--- src/rtl/pld_pkg.sv ---
`default_nettype none
package pld_pkg;

  // grid and arithmetic sizing
  localparam int MAX_ROWS   = 256;
  localparam int MAX_COLS   = 256;
  localparam int VALUE_BITS = 32;
  localparam int SAT_BITS   = (VALUE_BITS > 32) ? 32 : VALUE_BITS;

  localparam int ROW_BITS     = 8;
  localparam int COL_BITS     = 8;
  localparam int ROW_CNT_BITS = $clog2(MAX_ROWS + 1);
  localparam int COL_CNT_BITS = $clog2(MAX_COLS + 1);
  localparam int CELLS        = MAX_ROWS * MAX_COLS;
  localparam int ADDR_BITS    = $clog2(CELLS);
  localparam int DATA_BITS    = 32;
  localparam int SIZE_BITS    = 9;
  localparam int SCALE_BITS   = 32;
  localparam int HALF_BITS    = SCALE_BITS / 2;
  localparam int MIN_SIZE     = 3;

  // stencil sums: at most 40 * 2^31 in magnitude
  localparam int ACC_BITS  = 38;
  localparam int PROD_BITS = ACC_BITS + HALF_BITS;
  localparam int Q_BITS    = PROD_BITS + 1;
  localparam int RES_BITS  = 32;

  localparam logic [Q_BITS-1:0] ROUND_HALF = Q_BITS'(1) << (HALF_BITS - 1);
  localparam logic [Q_BITS-1:0] PMAX       = (Q_BITS'(1) << (SAT_BITS - 1)) - Q_BITS'(1);
  localparam logic [Q_BITS-1:0] NMAG       = PMAX + Q_BITS'(1);
  localparam logic [RES_BITS-1:0] RES_PMAX = RES_BITS'(PMAX);
  localparam logic [RES_BITS-1:0] RES_NMIN = RES_BITS'(Q_BITS'(0) - NMAG);

  // configuration port
  localparam int CFG_INDEX_BITS = 2;
  localparam int CFG_DATA_BITS  = 32;
  localparam logic [CFG_INDEX_BITS-1:0] CFG_ROWS      = 2'd0;
  localparam logic [CFG_INDEX_BITS-1:0] CFG_COLS      = 2'd1;
  localparam logic [CFG_INDEX_BITS-1:0] CFG_LAP_SCALE = 2'd2;
  localparam logic [CFG_INDEX_BITS-1:0] CFG_DIV_SCALE = 2'd3;

  localparam logic [SIZE_BITS-1:0]  ROWS_RESET      = 9'd256;
  localparam logic [SIZE_BITS-1:0]  COLS_RESET      = 9'd256;
  localparam logic [SCALE_BITS-1:0] LAP_SCALE_RESET = 32'd174763;
  localparam logic [SCALE_BITS-1:0] DIV_SCALE_RESET = 32'd21845;

  // codes
  localparam logic ACT_WRITE = 1'b0;
  localparam logic ACT_QUERY = 1'b1;

  localparam logic [1:0] STATUS_OK    = 2'd0;
  localparam logic [1:0] STATUS_SAT   = 2'd1;
  localparam logic [1:0] STATUS_RANGE = 2'd2;

  typedef struct packed {
    logic                        action;
    logic [ROW_BITS-1:0]         row;
    logic [COL_BITS-1:0]         col;
    logic signed [DATA_BITS-1:0] scalar_value;
    logic signed [DATA_BITS-1:0] vec_x;
    logic signed [DATA_BITS-1:0] vec_y;
  } req_t;

  typedef struct packed {
    logic [ROW_BITS-1:0]        out_row;
    logic [COL_BITS-1:0]        out_col;
    logic signed [RES_BITS-1:0] laplacian;
    logic signed [RES_BITS-1:0] divergence;
    logic [1:0]                 status;
  } rsp_t;

  // result of one pass through the scaling unit
  typedef struct packed {
    logic                       done;
    logic                       sat;
    logic signed [RES_BITS-1:0] value;
  } sc_res_t;

  // neighbour read order
  typedef enum logic [3:0] {
    NB_C, NB_N, NB_S, NB_E, NB_W, NB_NE, NB_NW, NB_SE, NB_SW
  } nb_t;

  typedef enum logic [2:0] {
    ST_IDLE, ST_READ, ST_LAP_GO, ST_LAP_WAIT, ST_DIV_WAIT, ST_DONE
  } state_t;

  typedef enum logic [2:0] {
    SC_IDLE, SC_HI, SC_LO, SC_ADD, SC_SAT
  } sc_state_t;

  function automatic logic [ADDR_BITS-1:0] cell_addr(
    input logic [ROW_BITS-1:0] row,
    input logic [COL_BITS-1:0] col
  );
    cell_addr = ADDR_BITS'(row) * ADDR_BITS'(MAX_COLS) + ADDR_BITS'(col);
  endfunction

endpackage
`default_nettype wire

--- src/rtl/pld_scale.sv ---
`default_nettype none
module pld_scale (
  input  logic                                 clk,
  input  logic                                 rst,
  input  logic                                 start,
  input  logic signed [pld_pkg::ACC_BITS-1:0]  sum,
  input  logic [pld_pkg::SCALE_BITS-1:0]       scale,
  output pld_pkg::sc_res_t                     res
);
  import pld_pkg::*;

  sc_state_t state, state_next;

  logic                   neg;
  logic [ACC_BITS-1:0]    mag;
  logic [SCALE_BITS-1:0]  scale_q;
  logic [HALF_BITS-1:0]   mul_b;
  logic [PROD_BITS-1:0]   mul_out;
  logic [PROD_BITS-1:0]   prod_hi;
  logic [PROD_BITS-1:0]   prod_lo;
  logic [Q_BITS-1:0]      q;
  logic                   sat_next;
  logic [RES_BITS-1:0]    value_next;
  logic                   done_q;
  logic                   sat_q;
  logic signed [RES_BITS-1:0] value_q;

  assign res = '{done: done_q, sat: sat_q, value: value_q};

  // one multiplier, used for the upper then the lower half of the scale
  assign mul_b   = (state == SC_HI) ? scale_q[SCALE_BITS-1:HALF_BITS]
                                    : scale_q[HALF_BITS-1:0];
  assign mul_out = PROD_BITS'(mag) * PROD_BITS'(mul_b);

  always_comb begin
    state_next = state;
    case (state)
      SC_IDLE: if (start) state_next = SC_HI;
      SC_HI:   state_next = SC_LO;
      SC_LO:   state_next = SC_ADD;
      SC_ADD:  state_next = SC_SAT;
      SC_SAT:  state_next = SC_IDLE;
      default: state_next = SC_IDLE;
    endcase
  end

  // round-to-nearest magnitude, then clip to the signed range
  always_comb begin
    sat_next   = 1'b0;
    value_next = RES_BITS'(q);
    if (neg) begin
      if (q > NMAG) begin
        sat_next   = 1'b1;
        value_next = RES_NMIN;
      end else begin
        value_next = RES_BITS'(Q_BITS'(0) - q);
      end
    end else if (q > PMAX) begin
      sat_next   = 1'b1;
      value_next = RES_PMAX;
    end
  end

  always_ff @(posedge clk) begin
    if (rst) begin
      state  <= SC_IDLE;
      done_q <= 1'b0;
    end else begin
      state  <= state_next;
      done_q <= (state == SC_SAT);
    end
  end

  always_ff @(posedge clk) begin
    case (state)
      SC_IDLE: begin
        if (start) begin
          neg     <= sum[ACC_BITS-1];
          mag     <= sum[ACC_BITS-1] ? ACC_BITS'(-sum) : ACC_BITS'(sum);
          scale_q <= scale;
        end
      end
      SC_HI:  prod_hi <= mul_out;
      SC_LO:  prod_lo <= mul_out;
      SC_ADD: q <= Q_BITS'(prod_hi) + ((Q_BITS'(prod_lo) + ROUND_HALF) >> HALF_BITS);
      SC_SAT: begin
        sat_q   <= sat_next;
        value_q <= value_next;
      end
      default: ;
    endcase
  end

endmodule
`default_nettype wire

--- config.mk ---
export PLATFORM = sky130hd
export DESIGN_NAME = pld_scale
export DESIGN_NICKNAME = d
export VERILOG_FILES = /design/src/rtl/pld_pkg.sv /design/src/rtl/pld_scale.sv
export SDC_FILE = /design/constraint.sdc
export NUM_CORES = 2
export LEC_CHECK = 0
export BUFFER_PORTS_ARGS = -buffer_cell sky130_fd_sc_hd__clkbuf_2
export CAP_MARGIN = 15
export CORE_ASPECT_RATIO = 1.2
export CORE_UTILIZATION = 55
export DETAILED_ROUTE_END_ITERATION = 7
export PLACE_DENSITY = 0.72
export SLEW_MARGIN = 20
export SYNTH_ARGS = -nofsm -noshare
export SYNTH_HDL_FRONTEND = slang
export SYNTH_SLANG_ARGS = --single-unit
--- constraint.sdc ---
create_clock -name clk -period 11.46 [get_ports clk]
set_input_delay 2.292 -clock clk [delete_from_list [all_inputs] [get_ports clk]]
set_output_delay 2.292 -clock clk [all_outputs]
set_load 0.1 [all_outputs]
* After elaboration in Yosys (flattened, before gate mapping)
Cells that the tools add are included.
** Word-level totals
- Memories :: 0
- Bits in latches :: 0
- RAM bits :: 0
- Flip-flop bits (word level) :: 271
- Memory bits (read-only) :: 0
** Operators by class
- Divide/modulo/power cells :: 0
- Eq/ne operators :: 5
- Multipliers :: 1
- Bitwise operators :: 0
- Multiplexer cells :: 10
- $add $sub $neg :: 4
- Magnitude comparators :: 2
- Shift-type cells :: 0
- Reduce and logical (&&, ||, !) cells :: 2
** Operators by type and width (count)
- 2-to-1 mux 32 bit :: 3
- adder 54 x 16 -> 55 bit (second input constant) :: 1
- adder 54 x 39 -> 55 bit :: 1
- > comparator 55 x 31 -> 1 bit (second input constant) :: 1
- > comparator 55 x 32 -> 1 bit (second input constant) :: 1
- multiplier 38 x 16 -> 54 bit :: 1
- negation 38 bit :: 1
- 2-to-1 mux 37 bit :: 1
- subtractor 1 x 32 -> 32 bit (first input constant) :: 1
- 2-to-1 mux 16 bit :: 1
- one-hot mux 3 bit (4 select lines) :: 1
- equality test 3 x 2 -> 1 bit (second input constant) :: 2
- equality test 3 x 1 -> 1 bit (second input constant) :: 1
- equality test 3 bit (second input constant) :: 1
- logical NOT 3 bit :: 1
- 2-to-1 mux 1 bit :: 3
- 2-to-1 mux 3 bit :: 1
- != test 2 bit (second input constant) :: 1
- AND reduction 2 bit :: 1

* Logic depth before layout (Yosys ltp)
- Word-level depth :: 3
- Gate-level depth with buffers :: 29

* Worst setup path before layout
No wires, ideal clock.
- Path kind :: input -> register
- From :: in start
- To :: reg mag[0] (enable)
- Buffers on the path :: 0
- Setup time :: 0.700 ns
- Data arrival time :: 9.478 ns
- Slack :: 1.282 ns
- Data required time :: 10.760 ns
- Cell stages on the path :: 1
- Path through :: nor4b_1
** Between the ends
- Word-level cells in the longest chain between the ends :: 1
** RTL lines
- start: declaration :: RTL line pld_scale.sv:5 : input logic start,
- AND reduction 2 bit (no source line)
- end signal: assignment :: RTL line pld_scale.sv:79 : mag <= sum[ACC_BITS-1] ? ACC_BITS'(-sum) : ACC_BITS'(sum);
- end: declaration :: RTL line pld_scale.sv:15 : logic [ACC_BITS-1:0] mag;
No other way between the ends.
A chain may end at the register's enable or synchronous reset.

* Final worst setup path
- From :: reg state[0]
- To :: reg prod_hi[50] (data pin)
** Between the ends
- Word-level cells in the longest chain between the ends :: 3
** RTL lines
- start: declaration :: RTL line pld_scale.sv:12 : sc_state_t state, state_next;
- start signal: assignment :: RTL line pld_scale.sv:69 : state <= state_next;
- equality test 3 x 1 -> 1 bit :: RTL line pld_scale.sv:31 : assign mul_b = (state == SC_HI) ? scale_q[SCALE_BITS-1:HALF_BITS]
- 2-to-1 mux 16 bit :: RTL line pld_scale.sv:31
- multiplier 38 x 16 -> 54 bit :: RTL line pld_scale.sv:33 : assign mul_out = PROD_BITS'(mag) * PROD_BITS'(mul_b);
- named net mul_out[50] :: RTL line pld_scale.sv:18 : logic [PROD_BITS-1:0] mul_out;
- end signal: assignment :: RTL line pld_scale.sv:83 : SC_HI: prod_hi <= mul_out;
- end: declaration :: RTL line pld_scale.sv:19 : logic [PROD_BITS-1:0] prod_hi;
The timed path passes the listed nets, and every way through them passes these cells.

==> flow_metrics.tcl <==
set metrics [dict create \
    hpwl_mm 55.05 \
    hold_violations 0 \
    grt_pass1_wl_mm 119.8 \
    drt_iter0_markers 1430 \
    arrival_ns 9.08 \
    slew_headroom_pct 30.60 \
    hold_path_class "register to register" \
    grt_max_degree 71 \
    ctsResizeCount 0 \
    drive_gt1_share_pct 5.812 \
    port_buffers 106 \
    clk_pin_slew_ns 0.06 \
    gp_congestion 0.8660 \
    ys_warn_count 0 \
    yosysUniqueCellTypes 68 \
    synth_area_leaders "fa_1 32%, edfxtp_1 24%, inv_1 7.1%, ha_1 6.6%, nand2_1 6.6%" \
    fmax_mhz 114.1 \
    n_antenna_cell 0 \
    syn_area_um2 31850 \
    syn-mean-instance-area_um2 9.576 \
    via_count 22645 \
    drv_cap 0 \
    grt_pass1_vias 23843 \
    cts_setup_buffers 0 \
    antenna_found_initial 0 \
    synth.net_count 4071 \
    initial_core_util_pct 55.71 \
    cts_sinks 256 \
    hp-start "prod_hi[0]" \
    async_flop_share_pct 0 \
    grt.total_usage_pct 25.40 \
    fill_cells 4953 \
    die_area_um2 58880 \
    rsz0062_at_grt "no" \
    utilization_pct 58.99 \
    status "finished, final reports clean" \
    tns_ns 0 \
    ys_seq_area_share_pct 24.01 \
    drtAntennaViolNets 0 \
    die_x_um 221.7 \
    whs_ns 0.5877 \
    place_area_um2 32820 \
    hold_path_end "q[0]" \
    fin_crit_sh_pct 76.49 \
    fin_worst_skew_ns 0.03758 \
    fp.dieH_um 265.6 \
    cts_made_buffers 28 \
    crit_slowest_cell "mux2_2" \
    htreeDepth 1 \
    r2r_start "state[0]" \
    worst_path_dominant_cell_family "adder cells" \
    reg2reg_to "prod_hi[50]" \
    drv_slew 0 \
    endpoint_kind "register" \
    dr.pass1.iters 6 \
    dominantRegCellSynth "edfxtp_1" \
    overflow 0 \
    regToRegSetupSlack_ns 2.69 \
    core_area_um2 57170 \
    routed_wl_mm 71.42 \
    nets 4064 \
    setup_viol 0 \
    hold_depth 1 \
    critPathLaunchType "register" \
    crit_start "state[0]" \
    cts_tree "done" \
    critPathMaxStageDelay_ns 0.92 \
    syn_to_final_growth_pct 5.897 \
    drc 0 \
    synth_edf_count 252 \
    fin_area_um2 33730 \
    fin_crit_ns 8.766 \
    cp.required_ns 11.78 \
    cp_common_cell "fa_1" \
    hold_buffers 0 \
    postSynthCellCount 3326 \
    worst-setup-path-type "register to register" \
    cts-root-buf "clkbuf_16" \
    ctsLongestPathBuffers 3 \
    clk_latency_ns 0.61 \
    tightestPinTransition_ns 1.041 \
    yosysTopAreaCellShare_pct 31.62 \
    ys_seq_elements 256 \
    cp_max_fo 70 \
    reg2reg_depth 25 \
    crit_cells 25 \
    rows 96 \
    cp_num_buf_inv 6 \
    routedWlPerCell_um 17.53 \
    yosysTopAreaCell "fa_1" \
    io_pins 107 \
    via_per_inst 5.560 \
]
## Yosys cell counts, types with 4 or more instances
| cell type | instances |
|---|---|
| o21ai_1 | 48 |
| or4_4 | 5 |
| o311ai_1 | 7 |
| or3_1 | 22 |
| a21o_1 | 48 |
| a2111oi_0 | 4 |
| nand3_1 | 40 |
| nor3_1 | 32 |
| o21ai_0 | 46 |
| mux2_2 | 12 |
| nand4_1 | 41 |
| and2_1 | 188 |
| xor2_1 | 53 |
| and3_1 | 25 |
| fa_1 | 503 |
| buf_1 | 9 |
| o41ai_1 | 4 |
| a211oi_1 | 9 |
| o21bai_1 | 13 |
| a2bb2oi_1 | 6 |
| inv_1 | 605 |
| a211o_1 | 4 |
| o211ai_1 | 8 |
| nor2b_1 | 12 |
| mux2_1 | 4 |
| nor4b_1 | 4 |
| a21oi_1 | 131 |
| dfxtp_1 | 4 |
| or3_4 | 4 |
| o21a_1 | 10 |
| ha_1 | 169 |
| edfxtp_1 | 252 |
| nand2b_1 | 4 |
| clkbuf_1 | 142 |
| nor4_1 | 16 |
| nand2_1 | 559 |
| a31oi_1 | 14 |
| o31ai_1 | 14 |
| nor2_1 | 85 |
| xnor2_1 | 120 |
## per-layer routing
layer	wire (um)	part of all wire [%]	global-route usage [%]
met1	28690	40	31.73
met3	4869	6.8	3.623
met4	1930	2.7	7.695
met2	35930	50	45.57
met5	0	0	0
## metrics by stage
step	setup WS (ns)	cells
2_1_floorplan	1.282	3326
3_3_place_gp	2.818	4024
3_5_place_dp	2.770	4024
4_1_cts	2.675	4073
5_1_grt	2.193	4073
6_report	2.694	4073
## cell usage in the layout (no fill, tap or decap), drive strengths merged, types with 85 or more instances in the layout
cell / netlist / final
a21oi: 131 / 131
clkbuf: 142 / 137
nor2: 85 / 85
ha: 169 / 169
fa: 503 / 503
edfxtp: 252 / 252
and2: 188 / 188
nand2: 559 / 559
inv: 606 / 608
o21ai: 94 / 94
xnor2: 120 / 120
## worst max path at each step
stage	endpoint
floorplan	mag[0]
global placement	prod_hi[47]
detailed placement	prod_lo[50]
CTS	prod_hi[51]
global route	prod_hi[47]
finish	prod_hi[50]
## sequential cells by signal, indices dropped and copies added, names as in the netlist
signal and count:
prod_hi 54, done_q 1, neg 1, value_q 32
state 3, sat_q 1, q 55, mag 38
prod_lo 39, scale_q 32
## cell families (layout without fill, tap and decap cells)
kind of cell / Yosys count / in the layout / synth area share (%)
XOR/XNOR: 173 / 173 / 4.757
buffers and inverters: 759 / 771 / 8.969
AO/OA/AOI/OAI: 395 / 395 / 7.778
multiplexers: 16 / 16 / 0.5657
flip-flops: 256 / 256 / 24.01
adder cells (fa/ha/maj): 672 / 672 / 38.26
AND/OR/NAND/NOR: 1055 / 1055 / 15.66
## worst reg2reg max path, cell delays in order, from the launching register on
cell,delay [ns]
dfxtp_1,0.48
nor3b_2,0.21
buf_4,0.74
mux2_2,0.94
nand2_1,0.23
fa_1,0.59
inv_1,0.06
fa_1,0.53
inv_1,0.08
fa_1,0.47
fa_1,0.59
inv_1,0.07
fa_1,0.49
inv_1,0.06
fa_1,0.53
inv_1,0.04
ha_1,0.40
a21o_1,0.21
a21oi_1,0.06
nor3_1,0.17
nor2_1,0.11
or4b_1,0.54
a21oi_1,0.16
a21bo_1,0.25
a21o_1,0.20
a211o_1,0.29
## layout make-up
type | instances | area [um2] | share of cell area [%]
Clock buffer | 31 | 711.9 | 2.111
Multi-Input combinational cell | 2311 | 21370 | 63.36
Timing Repair Buffer | 116 | 605.6 | 1.796
Sequential cell | 256 | 7647 | 22.67
Inverter | 606 | 2275 | 6.744
Clock inverter | 18 | 200.2 | 0.5936
Tap cell | 735 | 919.6 | 2.727
Power is not shown: default switching activity piles up to over one toggle a cycle in this logic, so the estimate is an artifact.
